## src/rtl/plid_pkg.sv

```systemverilog
// ----------------------------------------------------------------------------
// plid_pkg
// Shared types and constants for the positional list block.
// ----------------------------------------------------------------------------
package plid_pkg;

	localparam int CAPACITY = 16;
	localparam int IDX_W    = $clog2(CAPACITY);
	localparam int CNT_W    = $clog2(CAPACITY + 1);

	localparam logic [2:0] OP_PREPEND = 3'd0;
	localparam logic [2:0] OP_APPEND  = 3'd1;
	localparam logic [2:0] OP_INSERT  = 3'd2;
	localparam logic [2:0] OP_DELETE  = 3'd3;
	localparam logic [2:0] OP_DUMP    = 3'd4;

	localparam logic [1:0] STAT_OK    = 2'd0;
	localparam logic [1:0] STAT_NOENT = 2'd1;
	localparam logic [1:0] STAT_FULL  = 2'd2;

	// controller -> datapath
	typedef struct packed {
		logic             apply;      // input transfer: perform the edit
		logic             emit_edit;  // load single edit result
		logic             emit_dump;  // load one dump result
		logic [IDX_W-1:0] dump_idx;
		logic             dump_last;
	} plid_cmd_t;

	// datapath -> controller
	typedef struct packed {
		logic [CNT_W-1:0] cnt;
		logic             empty;
	} plid_sts_t;

endpackage

```

## src/rtl/positional_list_insert_delete.sv

```systemverilog
// ----------------------------------------------------------------------------
// positional_list_insert_delete
// Ordered list of signed 32-bit values with positional insert and delete.
// ----------------------------------------------------------------------------
// Edit: result registered, valid in the cycle after acceptance; one edit per
// cycle while in_stall is low. Dump of N entries: one result per cycle from
// the entry mux while output is free; next transfer waits for the last one.
// Output register holds a result while stalled; the next edit waits while it
// is full and stalled, or during a dump. Reset clears the count and control; cells are not reset.
module positional_list_insert_delete import plid_pkg::*; (
	input  logic               clk,
	input  logic               arst_n,
	input  logic               in_valid,
	output logic               in_stall,
	input  logic [2:0]         op,
	input  logic [7:0]         position,
	input  logic signed [31:0] value,
	output logic               out_valid,
	input  logic               out_stall,
	output logic signed [31:0] item_value,
	output logic [1:0]         status,
	output logic [6:0]         count,
	output logic               last
);

	plid_cmd_t cmd;
	plid_sts_t sts;

	plid_ctrl u_ctrl (
		.clk       (clk),
		.arst_n    (arst_n),
		.in_valid  (in_valid),
		.in_stall  (in_stall),
		.op        (op),
		.out_valid (out_valid),
		.out_stall (out_stall),
		.sts       (sts),
		.cmd       (cmd)
	);

	plid_dp u_dp (
		.clk        (clk),
		.arst_n     (arst_n),
		.op         (op),
		.position   (position),
		.value      (value),
		.cmd        (cmd),
		.sts        (sts),
		.item_value (item_value),
		.status     (status),
		.count      (count),
		.last       (last)
	);

	// count never passes capacity
	a_cnt_max: assert property (@(posedge clk) disable iff (!arst_n)
		sts.cnt <= CNT_W'(CAPACITY))
		else $error("entry count above capacity");

	// list is frozen while a dump streams
	a_dump_stable: assert property (@(posedge clk) disable iff (!arst_n)
		cmd.emit_dump |=> $stable(sts.cnt))
		else $error("count changed during dump");

	// no edit while a dump result is being loaded
	a_no_overlap: assert property (@(posedge clk) disable iff (!arst_n)
		!(cmd.emit_dump && cmd.apply))
		else $error("transfer accepted during dump");

	// count changes only with an accepted transfer
	a_cnt_step: assert property (@(posedge clk) disable iff (!arst_n)
		!cmd.apply |=> $stable(sts.cnt))
		else $error("count changed without a transfer");

endmodule

```

## src/rtl/plid_ctrl.sv

```systemverilog
// ----------------------------------------------------------------------------
// plid_ctrl
// Handshake control and dump sequencer for the positional list.
// ----------------------------------------------------------------------------
module plid_ctrl import plid_pkg::*; (
	input  logic       clk,
	input  logic       arst_n,
	input  logic       in_valid,
	output logic       in_stall,
	input  logic [2:0] op,
	output logic       out_valid,
	input  logic       out_stall,
	input  plid_sts_t  sts,
	output plid_cmd_t  cmd
);

	localparam logic S_IDLE = 1'b0;
	localparam logic S_DUMP = 1'b1;

	logic             state_q;
	logic [IDX_W-1:0] idx_q;
	logic             out_valid_q;
	logic             out_free;
	logic             accept;
	logic             dump_go;
	logic             last_elem;

	assign out_free  = !out_valid_q || !out_stall;
	assign in_stall  = (state_q != S_IDLE) || !out_free;
	assign accept    = in_valid && !in_stall;
	assign dump_go   = accept && (op == OP_DUMP) && !sts.empty;
	assign last_elem = (CNT_W'(idx_q) + CNT_W'(1)) == sts.cnt;

	assign cmd.apply     = accept;
	assign cmd.emit_edit = accept && !dump_go;
	assign cmd.emit_dump = (state_q == S_DUMP) && out_free;
	assign cmd.dump_idx  = idx_q;
	assign cmd.dump_last = last_elem;

	assign out_valid = out_valid_q;

	always_ff @(posedge clk or negedge arst_n) begin
		if (!arst_n) begin
			state_q     <= S_IDLE;
			idx_q       <= '0;
			out_valid_q <= 1'b0;
		end else begin
			if (cmd.emit_edit || cmd.emit_dump) begin
				out_valid_q <= 1'b1;
			end else if (!out_stall) begin
				out_valid_q <= 1'b0;
			end
			case (state_q)
				S_IDLE: begin
					if (dump_go) begin
						state_q <= S_DUMP;
						idx_q   <= '0;
					end
				end
				S_DUMP: begin
					if (cmd.emit_dump) begin
						idx_q <= idx_q + IDX_W'(1);
						if (last_elem) begin
							state_q <= S_IDLE;
						end
					end
				end
				default: state_q <= S_IDLE;
			endcase
		end
	end

endmodule

```

## src/rtl/plid_dp.sv

```systemverilog
// ----------------------------------------------------------------------------
// plid_dp
// Shifting cell chain, entry count and result register.
// ----------------------------------------------------------------------------
module plid_dp import plid_pkg::*; (
	input  logic               clk,
	input  logic               arst_n,
	input  logic [2:0]         op,
	input  logic [7:0]         position,
	input  logic signed [31:0] value,
	input  plid_cmd_t          cmd,
	output plid_sts_t          sts,
	output logic signed [31:0] item_value,
	output logic [1:0]         status,
	output logic [6:0]         count,
	output logic               last
);

	logic signed [31:0] cell_q [CAPACITY];
	logic signed [31:0] cell_d [CAPACITY];
	logic [CNT_W-1:0]   cnt_q;
	logic [CNT_W-1:0]   cnt_d;

	logic               full;
	logic               is_ins;
	logic               is_del;
	logic [8:0]         pos9;
	logic [8:0]         cnt9;
	logic [7:0]         slot;
	logic [1:0]         edit_st;
	logic               do_ins;
	logic               do_del;

	logic signed [31:0] item_q;
	logic [1:0]         status_q;
	logic [6:0]         count_q;
	logic               last_q;

	assign full   = cnt_q == CNT_W'(CAPACITY);
	assign is_ins = (op == OP_PREPEND) || (op == OP_APPEND) || (op == OP_INSERT);
	assign is_del = op == OP_DELETE;
	assign pos9   = {1'b0, position};
	assign cnt9   = 9'(cnt_q);

	always_comb begin
		slot    = 8'd0;
		edit_st = STAT_NOENT;
		case (op)
			OP_PREPEND: begin
				slot    = 8'd0;
				edit_st = full ? STAT_FULL : STAT_OK;
			end
			OP_APPEND: begin
				slot    = 8'(cnt_q);
				edit_st = full ? STAT_FULL : STAT_OK;
			end
			OP_INSERT: begin
				slot = position - 8'd1;
				if (full) begin
					edit_st = STAT_FULL;
				end else if (position == 8'd0 || pos9 > cnt9 + 9'd1) begin
					edit_st = STAT_NOENT;
				end else begin
					edit_st = STAT_OK;
				end
			end
			OP_DELETE: begin
				slot    = position - 8'd1;
				edit_st = (position == 8'd0 || pos9 > cnt9) ? STAT_NOENT : STAT_OK;
			end
			default: begin
				slot    = 8'd0;
				edit_st = STAT_NOENT;
			end
		endcase
	end

	assign do_ins = cmd.apply && is_ins && (edit_st == STAT_OK);
	assign do_del = cmd.apply && is_del && (edit_st == STAT_OK);

	// each cell picks its neighbor, the new value, or holds
	for (genvar g = 0; g < CAPACITY; g++) begin : g_cell
		always_comb begin
			cell_d[g] = cell_q[g];
			if (do_ins) begin
				if (8'(g) == slot) begin
					cell_d[g] = value;
				end else if (8'(g) > slot) begin
					if (g > 0) begin
						cell_d[g] = cell_q[(g > 0) ? g - 1 : 0];
					end
				end
			end else if (do_del) begin
				if (8'(g) >= slot) begin
					cell_d[g] = cell_q[(g < CAPACITY - 1) ? g + 1 : g];
				end
			end
		end
		always_ff @(posedge clk) begin
			cell_q[g] <= cell_d[g];
		end
	end

	always_comb begin
		cnt_d = cnt_q;
		if (do_ins) begin
			cnt_d = cnt_q + CNT_W'(1);
		end else if (do_del) begin
			cnt_d = cnt_q - CNT_W'(1);
		end
	end

	always_ff @(posedge clk or negedge arst_n) begin
		if (!arst_n) begin
			cnt_q <= '0;
		end else begin
			cnt_q <= cnt_d;
		end
	end

	always_ff @(posedge clk) begin
		if (cmd.emit_edit) begin
			item_q   <= '0;
			status_q <= edit_st;
			count_q  <= 7'(cnt_d);
			last_q   <= 1'b1;
		end else if (cmd.emit_dump) begin
			item_q   <= cell_q[cmd.dump_idx];
			status_q <= STAT_OK;
			count_q  <= 7'(cnt_q);
			last_q   <= cmd.dump_last;
		end
	end

	assign sts.cnt   = cnt_q;
	assign sts.empty = cnt_q == '0;

	assign item_value = item_q;
	assign status     = status_q;
	assign count      = count_q;
	assign last       = last_q;

endmodule

```

## config.mk

```make
export PLATFORM = sky130hd
export DESIGN_NAME = positional_list_insert_delete
export DESIGN_NICKNAME = d
export VERILOG_FILES = /design/src/rtl/plid_pkg.sv /design/src/rtl/positional_list_insert_delete.sv /design/src/rtl/plid_ctrl.sv /design/src/rtl/plid_dp.sv
export SDC_FILE = /design/constraint.sdc
export NUM_CORES = 1
export LEC_CHECK = 0
export BUFFER_PORTS_ARGS = -buffer_cell sky130_fd_sc_hd__buf_2
export CORE_ASPECT_RATIO = 0.5
export CORE_MARGIN = 2
export CORE_UTILIZATION = 50
export CTS_CLUSTER_DIAMETER = 40
export DETAILED_ROUTE_END_ITERATION = 6
export PLACE_DENSITY_LB_ADDON = 0.05
export SETUP_SLACK_MARGIN = 0.5
export SLEW_MARGIN = 20
export SYNTH_ARGS = -nofsm -noshare
export SYNTH_HDL_FRONTEND = slang
export SYNTH_SLANG_ARGS = --single-unit
```

## constraint.sdc

```tcl
create_clock -name clk -period 14.76 [get_ports clk]
set_clock_uncertainty 0.1 [all_clocks]
set_input_delay 0.738 -clock clk [delete_from_list [all_inputs] [get_ports clk]]
set_output_delay 0.738 -clock clk [all_outputs]
set_load 0.05 [all_outputs]
```

# After elaboration in Yosys (flattened, before gate mapping)
# Memory sizes are Yosys's and may differ from the RTL's. A register that Yosys moved wholly into a read port is not among the register bits.
# Index checks and enable logic that the tools add are counted.
# totals
register_bits,19
latch_bits,0
mem_bits_rw,512
rom_bits,0
input_bits,47
output_inout_bits,44
memories,1
# classes
addsub,6
n_mul,0
div_mod_pow,0
magnitude_cmp,32
eq_ne,24
n_shift,0
mux,98
bitwise,1
reduce_logical,31
# mem_list
name,words,width,rd,rd_clocked_by_memory_dff,write_ports,line,source
u_dp.cell_q,16,32,17,1,16,plid_dp.sv:19,logic signed [31:0] cell_q [CAPACITY];
# ops
op,n
$mux 32,77
$eq 4x8->1 const A,8
$gt 4x8->1 const A,8
$ge 4x8->1 const A,7
$eq 3x8->1 const A,4
$ge 3x8->1 const A,4
$gt 3x8->1 const A,4
$mux 5,4
$eq 2x8->1 const A,2
$ge 1x8->1 const A,2
$ge 2x8->1 const A,2
$gt 2x8->1 const A,2
$logic_not 8->1,2
$pmux 8 s2,1
$gt 8x9->1,1
$logic_and 1x1->1,9
$eq 1x8->1 const A,1
$gt 1x8->1 const A,1
$gt 8x5->1,1
$mux 2,4
$mux 4,2
$pmux 4 s2,1
$sub 8x1->8 const B,1
$logic_or 1x1->1,7
other kinds (22),37

# Logic depth before layout (Yosys ltp)
# Gate-level depths: netlist of the first run.
# depth
word_depth,12
depth_mapped,16

# Modules after synthesis
# A second synthesis of the first run with hierarchy kept.
# hier_totals
hier_cells,2856
area_unflattened_um2,31836.8
# modules_own_cells
module,instances,cells_per_inst,area_per_inst_um2,seq_area_each_um2
plid_dp,1,2812,31393.9,16370.7
plid_ctrl,1,44,442.9,150.1

# Least setup slack after synthesis of the first run
# Ideal clock, no wire load.
# synth_timing
path_type,register -> register
start,register u_dp.cnt_q[0] (netlist name)
end,memory u_dp.cell_q[4][0] (enable)
t_arrival_ns,5.202
slack_ns,8.988
stages_incl_launch_ff,12
path_buffers,1
period_less_slack_ns,5.772
path_cell_list,dfrtp_1 > clkbuf_1 > nand3_1 > or3_1 > ha_1 > or3_1 > a211oi_2 > a211oi_1 > a211o_1 > a211oi_2 > nand3_1 > a211oi_1
# synth_rtl
item,line
to (decl),plid_dp.sv:19

==> impl_metrics.tcl, run 1 <==
set metrics [dict create \
    final_cells 3545 \
    gp_congestion 0.829 \
    ant_nets 0 \
    initial_utilization 0.509 \
    die_w_um 364 \
    r2r_end "u_dp.cell_q[0][21]" \
    rsz0062_at_grt "no" \
    hold_end "u_dp.item_value[0]" \
    crit_chain "inv_1 -> ha_1 -> inv_1 -> ha_1 -> nor2b_1 -> o211ai_1 -> a211oi_1 -> a211o_1 -> a21o_4 -> buf_12 -> buf_4 -> buf_4 -> mux2_1" \
    crit_required_ns 15.02 \
    finalCriticalPeriod_ns 6.07 \
    final.setup.tns_ns 0 \
    ys_warn_count 0 \
    cp_slowest_cell "buf_4" \
    grt_usage 0.288 \
    area_delta_synth_final_pct 9.31 \
    numCtsBuffers 59 \
    wl_per_cell_um 27.3 \
    cts_resized 0 \
    critPathMaxStageDelay_ns 0.80 \
    layout_commonest_cell "nand2_1" \
    status "completed" \
    cts.sinks 563 \
    leakagePower_nw 13.1 \
    maxCapViolCount 0 \
    worstHoldPathType "reg -> reg" \
    cp-end-kind "flip-flop" \
    dr.pass1.iters 6 \
    async_reset_ff_frac 0.0195 \
    rrSetupSlack_ns 8.69 \
    hp-start "u_dp.item_value[0]" \
    grt_pass1_vias 21100 \
    r2r_cells 13 \
    ys_types 68 \
    max_freq_mhz 165 \
    worstSetupPathType "reg -> reg" \
    critPathLaunchType "flip-flop" \
    crit_path_max_fanout 249 \
    rows 65 \
    setup_viol 0 \
    overflow 0 \
    critical-path-top-delay-family "buffers and inverters" \
    mostFrequentLayoutCells "nand2_1 (536), edfxtp_1 (519), mux2i_1 (449)" \
    die-area_mm2 0.0668 \
    syn_avg_cell_area_um2 11.9 \
    wirelength_um 96600 \
    clkLatencyLatePin_ns 0.63 \
    finalInstanceArea_mm2 0.0353 \
    io_pins 91 \
    maxSlewViolCount 0 \
    antenna_found_initial 1 \
    peakVddDrop_v 0.000121 \
    drc 0 \
    io_buffers 88 \
    via_count 22600 \
    power_density_mw_per_mm2 143 \
    path_buf_inv 5 \
    tightest_slew_ns 1.11 \
    cts_setup_buffers 0 \
    grt_max_degree 250 \
    postLayoutCoreUtil 0.557 \
    cts.root.buffer_cell "clkbuf_16" \
    cts_hold_buf 1 \
    synthCells 2715 \
    hold_violations 0 \
    synth_top_flop_cell "edfxtp_1" \
    r2r-start "u_dp.cnt_q[0]" \
    drive_above_1_share 0.175 \
    cp_data_arrival_time_ns 6.33 \
    cts_tree "done" \
    fin_crit_sh 0.411 \
    die_h_um 184 \
    grt_pass1_wl_um 142000 \
    coreArea_mm2 0.0634 \
    p_total_mw 5.04 \
    fin_nets 2717 \
    h-tree-depth 2 \
    cts.clk_slew.worst_paths_ns 0.06 \
    netlist_area_mm2 0.0323 \
    place_hpwl_um 52300 \
    ys_seq_area_frac 0.511 \
    clock_path_buffers 3 \
    drtIter0Drc 2738 \
    vias_per_cell 6.37 \
    relSlewSlack 0.258 \
    whs_path_depth 2 \
    ys_ff_latch 563 \
    synth_edf_count 519 \
    dp.cells 3429 \
    dpl_cell_area_mm2 0.0332 \
]
-- layer usage --
layer	part of all wire	vias up	track usage	wire length, um
met4	0.019	0	0.0593	1800
met5	0	-	0	0
met3	0.081	121	0.0528	7840
li1	-	10100	-	-
met1	0.48	11400	0.451	46100
met2	0.42	945	0.416	40900
-- sequential cells by signal (all words and copies together) (netlist names) --
name and count:
u_dp.count 5, u_ctrl.idx_q 4, u_dp.status 2, u_dp.last 1
u_dp.cell_q 512, u_ctrl.out_valid 1, u_ctrl.state_q 1, u_dp.item_value 32
u_dp.cnt_q 5
-- power breakdown --
part	internal [mW]	switching (mW)	leakage, nW
Clock	0.917	0.681	0.988
Combinational	0.606	0.842	7.03
Sequential	1.85	0.142	5.08
-- worst reg2reg max path: cells and delay by family, from the launching register on --
family	cells	cell delay, ns
buffers and inverters	5	2.83
AO/OA/AOI/OAI	4	1.11
adder cells (fa/ha/maj)	2	0.64
flip-flops	1	0.54
multiplexers	1	0.44
AND/OR/NAND/NOR	1	0.14
-- metrics by stage --
stage	hold slack, ns	setup slack [ns]
after global placement	0.340	9.03
final	0.350	8.69
after detailed placement	0.343	8.90
after CTS	0.349	8.90
after global routing	0.367	8.41
after floorplan	0.342	8.99
-- synthesized netlist by cell type, types with 5 or more instances --
| cell | instances | share of area |
|---|---|---|
| nand2_1 | 538 | 0.062 |
| edfxtp_1 | 519 | 0.48 |
| mux2i_1 | 449 | 0.14 |
| o21ai_0 | 372 | 0.058 |
| clkbuf_1 | 161 | 0.019 |
| mux4_2 | 160 | 0.11 |
| o21ai_1 | 84 | 0.013 |
| a21oi_1 | 50 | 0.0077 |
| buf_2 | 45 | 0.0070 |
| mux2_2 | 41 | 0.014 |
| nor2_1 | 34 | 0.0039 |
| dfxtp_1 | 33 | 0.020 |
| buf_4 | 29 | 0.0067 |
| mux2_1 | 23 | 0.0080 |
| ha_1 | 14 | 0.0054 |
| inv_1 | 14 | 0.0016 |
| nand3_1 | 14 | 0.0022 |
| dfrtp_1 | 11 | 0.0085 |
| xnor2_1 | 10 | 0.0027 |
| and3_1 | 8 | 0.0015 |
| buf_1 | 8 | 0.00093 |
| buf_6 | 7 | 0.0024 |
| nand2b_1 | 7 | 0.0014 |
| nor3_1 | 7 | 0.0011 |
| nor2b_1 | 5 | 0.00097 |
-- layout make-up --
type | instances | area [um^2]
fill | 5426 | 28100
clock inverter | 29 | 368
antenna | 2 | 5.00
sequential | 563 | 16500
tap | 837 | 1050
inverter | 15 | 56.3
clock buffer | 82 | 1670
multi-input combinational | 1887 | 14800
timing repair buffer | 130 | 827
-- logic make-up (layout without fill, tap and decap cells) --
logic type / Yosys count / after routing / synth area share
AOI/OAI and AO/OA: 540 / 540 / 0.0879
DFF: 563 / 563 / 0.511
xor gates and xnor gates: 13 / 13 / 0.00352
buffers and inverters: 266 / 256 / 0.0377
and+or+nand+nor: 645 / 645 / 0.0813
adders and majority gates: 14 / 14 / 0.00542
other: 1 / 4 / 0.000116
muxes: 673 / 673 / 0.273
-- worst max-delay path by stage --
stage                        startpoint                  to  slack [ns]  cells after the start
after floorplan           u_dp.cnt_q[0]   u_dp.cell_q[4][0]        8.99                     11
after global placement    u_dp.cnt_q[0]  u_dp.cell_q[0][21]        9.03                     13
after detailed placement  u_dp.cnt_q[0]  u_dp.cell_q[0][21]        8.90                     13
after CTS                 u_dp.cnt_q[0]  u_dp.cell_q[0][21]        8.90                     13
after global routing      u_dp.cnt_q[0]  u_dp.cell_q[0][23]        8.41                     13
final                     u_dp.cnt_q[0]  u_dp.cell_q[0][21]        8.69                     13
(Power assumes the default switching activity.)
==> run 2: changes to the inputs <==
- clock period: 14.76 -> 5 ns (I/O delays scaled with it)
==> run 2 against run 1 <==
  * First-iteration DRC count shrank 2.1%
  * Largest power group unchanged
  * Total power rose to 2.9 times the previous value
  * Maximum frequency grew 41%
  * Combinational power increased to 3.0 times the previous value
  * Register-to-register slack got worse by 8.0 ns
  * Largest cell class unchanged
  * Critical endpoint is now u_dp.cell_q[7][24]
  * Sequential share of layout area shrank 0.64 points
  * Core utilization grew 0.77 points
==> impl_metrics.tcl, run 2 (synthesized netlist as in run 1, its figures left out) <==
set metrics [dict create \
    rows 65 \
    fin_nets 2766 \
    drive_above_1_share 0.186 \
    p_switching_mw 4.91 \
    dr.pass1.iters 5 \
    io_pins 91 \
    grt_usage 0.272 \
    rsz0062_at_grt "no" \
    cts_resized 0 \
    power_frac_seq 0.401 \
    grt_pass1_vias 21000 \
    holdWs_ns 0.0678 \
    coreArea_mm2 0.0634 \
    relSlewSlack 0.317 \
    finalCriticalPeriod_ns 4.32 \
    cts.root.buffer_cell "clkbuf_16" \
    cts.sinks 563 \
    h-tree-depth 2 \
    worstHoldPathType "in -> reg" \
    vias_per_cell 6.22 \
    overflow 0 \
    r2r_cells 13 \
    initial_utilization 0.509 \
    via_count 22400 \
    die_h_um 184 \
    maxSlewViolCount 0 \
    tightest_slew_ns 1.02 \
    crit_path_max_fanout 14 \
    die_w_um 364 \
    peakVddDrop_v 0.000283 \
    maxCapViolCount 0 \
    wirelength_um 90900 \
    regMostFlops "u_dp.cell_q" \
    critPathLaunchType "flip-flop" \
    r2r-start "u_dp.cnt_q[2]" \
    cp-end-kind "flip-flop" \
    status "completed" \
    crit_path_end "u_dp.cell_q[7][24]" \
    intPower_mw 9.74 \
    power_density_mw_per_mm2 409 \
    place_hpwl_um 55500 \
    cp-startpoint "u_dp.cnt_q[2]" \
    clock_path_buffers 3 \
    clockPowerShare 0.303 \
    crit_required_ns 5.21 \
    r2r_end "u_dp.cell_q[7][24]" \
    p_total_mw 14.6 \
    die-area_mm2 0.0668 \
    largest_reg_flops 512 \
    mostFrequentLayoutCells "nand2_1 (536), edfxtp_1 (519), mux2i_1 (449)" \
    wl_per_cell_um 25.3 \
    max_freq_mhz 231 \
    whs_path_depth 2 \
    area_delta_synth_final_pct 10.8 \
    cts_tree "done" \
    setup_viol 0 \
    numCtsBuffers 59 \
    cts.clk_slew.worst_paths_ns 0.07 \
    worstSetupPathType "reg -> reg" \
    grt_max_degree 90 \
    layout_commonest_cell "nand2_1" \
    fin_crit_sh 0.864 \
    combPwrFrac 0.296 \
    hold_violations 0 \
    clkLatencyLatePin_ns 0.63 \
    io_buffers 88 \
    leakagePower_nw 13.4 \
    antenna_found_initial 1 \
    sw_frac_of_total 0.335 \
    drtIter0Drc 2681 \
    nFillCells 5362 \
    cp_data_arrival_time_ns 4.54 \
    grt_pass1_wl_um 137000 \
    gp_congestion 0.842 \
    drc 0 \
    ant_nets 0 \
    rrSetupSlack_ns 0.68 \
]
[run 2: cell types whose count changed in the layout (fill, tap and decap cells not counted), sizes merged]
cell	previous run	this run
inv	21	25
clkbuf	82	77
dlygate4sd3	1	3
buf	129	176
clkinvlp	3	2
diode	2	1
bufinv	7	4
clkinv	13	17
[run 2: area by class of cell]
| cell class | count | area, um^2 | share of cell area |
|---|---|---|---|
| antenna | 1 | 2.50 | 0.0000699 |
| clock buffer | 77 | 1570 | 0.0439 |
| clock inverter | 33 | 314 | 0.00877 |
| inverter | 15 | 56.3 | 0.00157 |
| multi-input combinational | 1887 | 14800 | 0.414 |
| sequential | 563 | 16500 | 0.462 |
| tap | 837 | 1050 | 0.0292 |
| timing repair buffer | 179 | 1460 | 0.0407 |
[run 2: worst min-delay path by stage]
stage | from | end | slack (ns)
5_1_grt | value[27] | u_dp.cell_q[0][27] | 0.08
3_3_place_gp | arst_n | u_dp.cnt_q[1] | 0.06
2_1_floorplan | arst_n | u_ctrl.idx_q[0] | -0.15
3_5_place_dp | arst_n | u_dp.cnt_q[1] | 0.06
6_report | value[27] | u_dp.cell_q[0][27] | 0.07
4_1_cts | value[20] | u_dp.cell_q[0][20] | 0.04
[run 2: routing by layer]
metal	part of all wire	GRT usage	up-vias
met1	0.48	0.423	11300
met3	0.068	0.0417	100
met4	0.017	0.0480	0
met5	0	0	-
li1	-	-	10200
met2	0.44	0.405	812
[run 2: what timing repair did]
item,4_1_cts,5_1_grt
hold endpoints to repair,12,0
buffers inserted,0,0
hold buffers,3,0
[run 2: stage by stage]
stage	util	worst slack (ns)	cell area [um^2]	setup TNS, ns	instances
6_report	0.565	0.678	35800	0	3592
5_1_grt	0.565	0.547	35800	0	3591
4_1_cts	0.564	0.751	35800	0	3591
3_5_place_dp	0.534	0.752	33900	0	3478
3_3_place_gp	0.534	0.802	33900	0	3478
2_1_floorplan	-	-0.182	32300	-23.33	2716
[run 2: power by group through the flow]
stage	registers (mW)	clock network, mW	logic [mW]
after global routing	5.93	4.69	4.61
after CTS	5.88	4.51	4.34
after detailed placement	5.98	0	4.33
after floorplan	6.20	0	2.80
final	5.88	4.43	4.34
after global placement	5.97	0	4.31
[run 2: critical path, cell delays in order, from the launching register on]
cell      delay (ns)
dfrtp_1         0.57
nand3_1         0.22
or3_1           0.36
ha_1            0.18
or3_1           0.36
a211oi_2        0.26
a211oi_1        0.11
a211o_1         0.32
a211oi_2        0.24
buf_4           0.18
nand3_1         0.07
buf_4           0.28
nor2_4          0.48
buf_12          0.24
